[src/rtl/core/consecutive_row_jaccard_mean_defines.svh]
// assertion macros shared by the jaccard mean block
`ifndef CONSECUTIVE_ROW_JACCARD_MEAN_DEFINES_SVH
`define CONSECUTIVE_ROW_JACCARD_MEAN_DEFINES_SVH
`ifndef SYNTH
`define CRJM_ASSERT_IMPLIES(label, clk, rst, ante, cons) \
   label: assert property (@(posedge clk) disable iff (rst) (ante) |-> (cons)) \
      else $error("crjm assertion failed");
`define CRJM_ASSERT_NEXT(label, clk, rst, ante, cons) \
   label: assert property (@(posedge clk) disable iff (rst) (ante) |=> (cons)) \
      else $error("crjm assertion failed");
`else
`define CRJM_ASSERT_IMPLIES(label, clk, rst, ante, cons)
`define CRJM_ASSERT_NEXT(label, clk, rst, ante, cons)
`endif
`endif

[src/rtl/core/crjm_pkg.sv]
// types, constants and helper functions of the jaccard mean block
package crjm_pkg;

   localparam int NUM_COLUMNS_DEF   = 4096;
   localparam int FRACTION_BITS_DEF = 16;

   localparam int COL_W     = 12;
   localparam int CNT_W     = 13;
   localparam int TAG_W     = 32;
   localparam int SUM_W     = 48;
   localparam int DSR_W     = 32;
   localparam int SIM_W     = 17;
   localparam int DIV_CNT_W = $clog2(SUM_W);

   localparam logic [1:0] OP_INDEX   = 2'd0;
   localparam logic [1:0] OP_ROW_END = 2'd1;
   localparam logic [1:0] OP_FINISH  = 2'd2;

   localparam logic [CNT_W-1:0] CNT_MAX = '1;

   typedef struct packed {
      logic [1:0]       operation;
      logic [COL_W-1:0] column_index;
   } req_type;

   typedef struct packed {
      logic             result_kind;
      logic [SIM_W-1:0] similarity;
      logic [31:0]      pairs_seen;
   } rsp_type;

   typedef enum logic [2:0] {
      ST_CLEAR,
      ST_IDLE,
      ST_LOOKUP,
      ST_START,
      ST_DIVIDE,
      ST_RESULT
   } state_type;

   typedef struct packed {
      logic capture;
      logic clear_step;
      logic lookup;
      logic row_advance;
      logic div_start_pair;
      logic div_start_mean;
      logic load_rsp;
   } cmd_type;

   typedef struct packed {
      logic [1:0] op;
      logic       have_prev;
      logic       pair_zero;
      logic       clear_last;
      logic       div_done;
      logic       rsp_busy;
   } status_type;

   function automatic logic [CNT_W-1:0] sat_inc(input logic [CNT_W-1:0] v);
      return (v == CNT_MAX) ? v : v + CNT_W'(1);
   endfunction

   function automatic logic [SIM_W-1:0] clip_sim(input logic [SUM_W-1:0] v);
      return (|v[SUM_W-1:SIM_W]) ? '1 : v[SIM_W-1:0];
   endfunction

endpackage

[src/rtl/core/crjm_ctrl.sv]
// sequencing state machine of the jaccard mean block
module crjm_ctrl
   import crjm_pkg::*;
(
   input  logic       clock,
   input  logic       reset,
   input  logic       req_valid,
   input  logic [1:0] req_op,
   output logic       req_ready,
   input  status_type status,
   output cmd_type    cmd
);

   state_type state_ff, state_in;

   always_comb begin
      state_in = state_ff;
      unique case (state_ff)
         ST_CLEAR: begin
            if (status.clear_last) state_in = ST_IDLE;
         end
         ST_IDLE: begin
            if (req_valid) begin
               state_in = (req_op == OP_INDEX) ? ST_LOOKUP : ST_START;
            end
         end
         ST_LOOKUP: begin
            state_in = ST_IDLE;
         end
         ST_START: begin
            priority if (status.op == OP_ROW_END) begin
               state_in = status.have_prev ? ST_DIVIDE : ST_IDLE;
            end else if (status.op == OP_FINISH) begin
               state_in = status.pair_zero ? ST_RESULT : ST_DIVIDE;
            end else begin
               state_in = ST_IDLE;
            end
         end
         ST_DIVIDE: begin
            if (status.div_done) state_in = ST_RESULT;
         end
         ST_RESULT: begin
            if (!status.rsp_busy) state_in = ST_IDLE;
         end
         default: begin
            state_in = ST_IDLE;
         end
      endcase
   end

   always_comb begin
      req_ready          = (state_ff == ST_IDLE);
      cmd.capture        = (state_ff == ST_IDLE) && req_valid;
      cmd.clear_step     = (state_ff == ST_CLEAR);
      cmd.lookup         = (state_ff == ST_LOOKUP);
      cmd.row_advance    = (state_ff == ST_START) && (status.op == OP_ROW_END)
                           && !status.have_prev;
      cmd.div_start_pair = (state_ff == ST_START) && (status.op == OP_ROW_END)
                           && status.have_prev;
      cmd.div_start_mean = (state_ff == ST_START) && (status.op == OP_FINISH)
                           && !status.pair_zero;
      cmd.load_rsp       = (state_ff == ST_RESULT) && !status.rsp_busy;
   end

   always_ff @(posedge clock) begin
      if (reset) begin
         state_ff <= ST_CLEAR;
      end else begin
         state_ff <= state_in;
      end
   end

endmodule

[config.mk]
export PLATFORM = sky130hd
export DESIGN_NAME = crjm_ctrl
export DESIGN_NICKNAME = d
export VERILOG_FILES = /design/src/rtl/core/consecutive_row_jaccard_mean_defines.svh /design/src/rtl/core/crjm_pkg.sv /design/src/rtl/core/crjm_ctrl.sv
export SDC_FILE = /design/constraint.sdc
export NUM_CORES = 1
export LEC_CHECK = 0
export BUFFER_PORTS_ARGS = -buffer_cell sky130_fd_sc_hd__buf_4
export CAP_MARGIN = 15
export CORE_AREA = 2 2 39 41
export DETAILED_ROUTE_END_ITERATION = 8
export DIE_AREA = 0 0 41 43
export SYNTH_ARGS = -nofsm -noshare
export SYNTH_HDL_FRONTEND = slang
export SYNTH_SLANG_ARGS = --single-unit
[constraint.sdc]
create_clock -name clock -period 2.1 [get_ports clock]
set_input_delay 0.525 -clock clock [delete_from_list [all_inputs] [get_ports clock]]
set_output_delay 0.525 -clock clock [all_outputs]
set_load 0.05 [all_outputs]
==> metrics.txt <==
status completed; post-synthesis cell count 36; max-cap violation count 0; Area growth syn-to-layout 79.3%; vias in the first global route 306; CTS clk-pin slew, worst paths 0.04 ns; GRT Total Usage 10.5%; Final HPWL DP 624 µm; Max FO, Critical Path 8; RSZ-0062 raised after global routing no; Least-Margin Pin Slew 0.344 ns; CORE AREA 1380 µm²; Critical Path Sink Type output pin; vias 333; Starting DRT DRC Count 1; cell area after synthesis 272 µm²; setup bufs post-CTS 0; final wirelength 746 µm; startpoint type of the worst setup path flip-flop; CP required 1.57 ns; final hold viol count 0; crit-path cells nand3b_1 > nor4bb_4 > buf_4; Syn Nets 48; VDD IR max 0.000153 V; drt via density 4.50; largest net degree at the start of global routing 10; fin crit share 95.1%; port bufs 19; Final Setup Violations 0; post-synth cell types 19; commonest non-fill, non-tap cell in the layout buf_4; Horiz. Die Dim 41 µm; CTS tree done; highest clock rate 501 MHz; Largest register FFs 3; Reg with most FFs state_ff; ANT cells 0; clk root buf clkbuf_4; most frequent cells in the layout 21 x buf_4, 4 x nor2b_1, 4 x a21oi_1; P_leak 0.223 nW; initial antenna violation count 0; Seq/Total Area, Yosys 22.1%; Die Area 1760 µm²; Seq cells post-synth 3; CP peak stage delay 0.46 ns; clock skew 0.00381 ns; starting density of the core 19.6%; FF-to-FF Start state_ff[0]; RePlAce Congestion 0.654; PwrDens 612 nW/µm²; Ports 20; total of warnings raised by yosys 0; drt drc 0; Final Net Count 71; routed len/inst 10.1 µm; CP Launch Point state_ff[0]; HP Start reset; total CTS buffers 3; CTS resizes 0; post-route insts no fill 74; average cell area after synthesis 7.54 µm²; Crit Path Category reg2out; Slew headroom 76.5%; first-pass iteration count of the detailed router 2; Rows 14; chip height 43 µm; hold_buf cts 0; Worst-Skew Late Latency 0.23 ns; Sinks on Clock Net 3; number of routed nets with antenna violations 0; Post-Place Cells 70; minimum clock period 2.00 ns; grt total ovfl 0; Largest regs state_ff x3; CTS Buffer Depth 2; total power 0.298 mW; global-route wire length before repair 1.23 mm; Min-Delay Path Class in2reg; Critical-path top delay cell dfxtp_1; H-tree Lvls 1; share of layout cells above drive strength 1 48.3%; Max Slew Vio Count 0; Worst Path Arrival 1.47 ns
==> cell families after synthesis <==
kind of cell           after synthesis  share of synthesized area (%)
muxes                                1                           3.69
and+or+nand+nor                     21                           52.1
AOI/OAI and AO/OA                    7                           15.2
DFF                                  3                           22.1
buffers and inverters                4                           6.91
==> layout make-up <==
type	count	area [µm²]
flip-flops and latches	3	60.1
repair buffers	21	158
clock buffers	4	26.3
well taps	16	20.0
fillers	147	897
multi-input cells	29	219
inverters	1	3.75
==> final timing paths <==
path	endpoint	cells past startpoint	slack [ns]
worst max register to register	state_ff[2]	4	0.85
worst min register to register	state_ff[2]	2	0.68
worst max-delay path	cmd[2]	3	0.10
worst min-delay path	state_ff[1]	2	0.47
==> power breakdown <==
group	internal, mW	switching (mW)
sequential	0.0636	0.0104
combinational	0.0526	0.0705
clock	0.0712	0.0295
==> synth_stat cells, drive strengths merged <==
| cell | n | area share [%] |
|---|---|---|
| nor4 | 1 | 4.6 |
| and3 | 2 | 4.6 |
| inv | 1 | 1.4 |
| buf | 3 | 5.5 |
| nor4b | 1 | 3.2 |
| nor3b | 2 | 5.5 |
| nor2b | 4 | 9.2 |
| nand3b | 2 | 5.5 |
| dfxtp | 3 | 22 |
| or3b | 1 | 3.2 |
| nor3 | 3 | 5.5 |
| a2111oi | 1 | 3.2 |
| a211oi | 1 | 2.8 |
| or2b | 1 | 2.8 |
| mux2i | 1 | 3.7 |
| nor2 | 3 | 4.1 |
| o21ai | 1 | 1.8 |
| a21oi | 4 | 7.4 |
| nor4bb | 1 | 3.7 |
==> layer usage <==
metal | track usage (%) | wire, µm
met5 | 0 | 0
met3 | 1.57 | 51
met2 | 13.8 | 333
met1 | 12.8 | 345
met4 | 12.0 | 15
==> worst max-delay path, delay by kind of cell (launching register included) <==
kind          cells  cell delay (ns)
flops             1             0.46
buf+inv           1             0.23
simple gates      2             0.55
==> stage by stage <==
step                utilization, %  setup slack (ns)  cell area (µm²)  hold slack (ns)  TNS [ns]
global route                  35.2            0.0182              487            0.464         0
detailed placement            33.3             0.244              460            0.682         0
floorplan                        -           -0.0729              298            0.597    -0.185
finish                        35.2             0.102              487            0.468         0
global placement              33.3             0.250              460            0.650         0
CTS                           35.2            0.0888              487            0.460         0
Note: power is estimated with default switching activity, not from simulation.
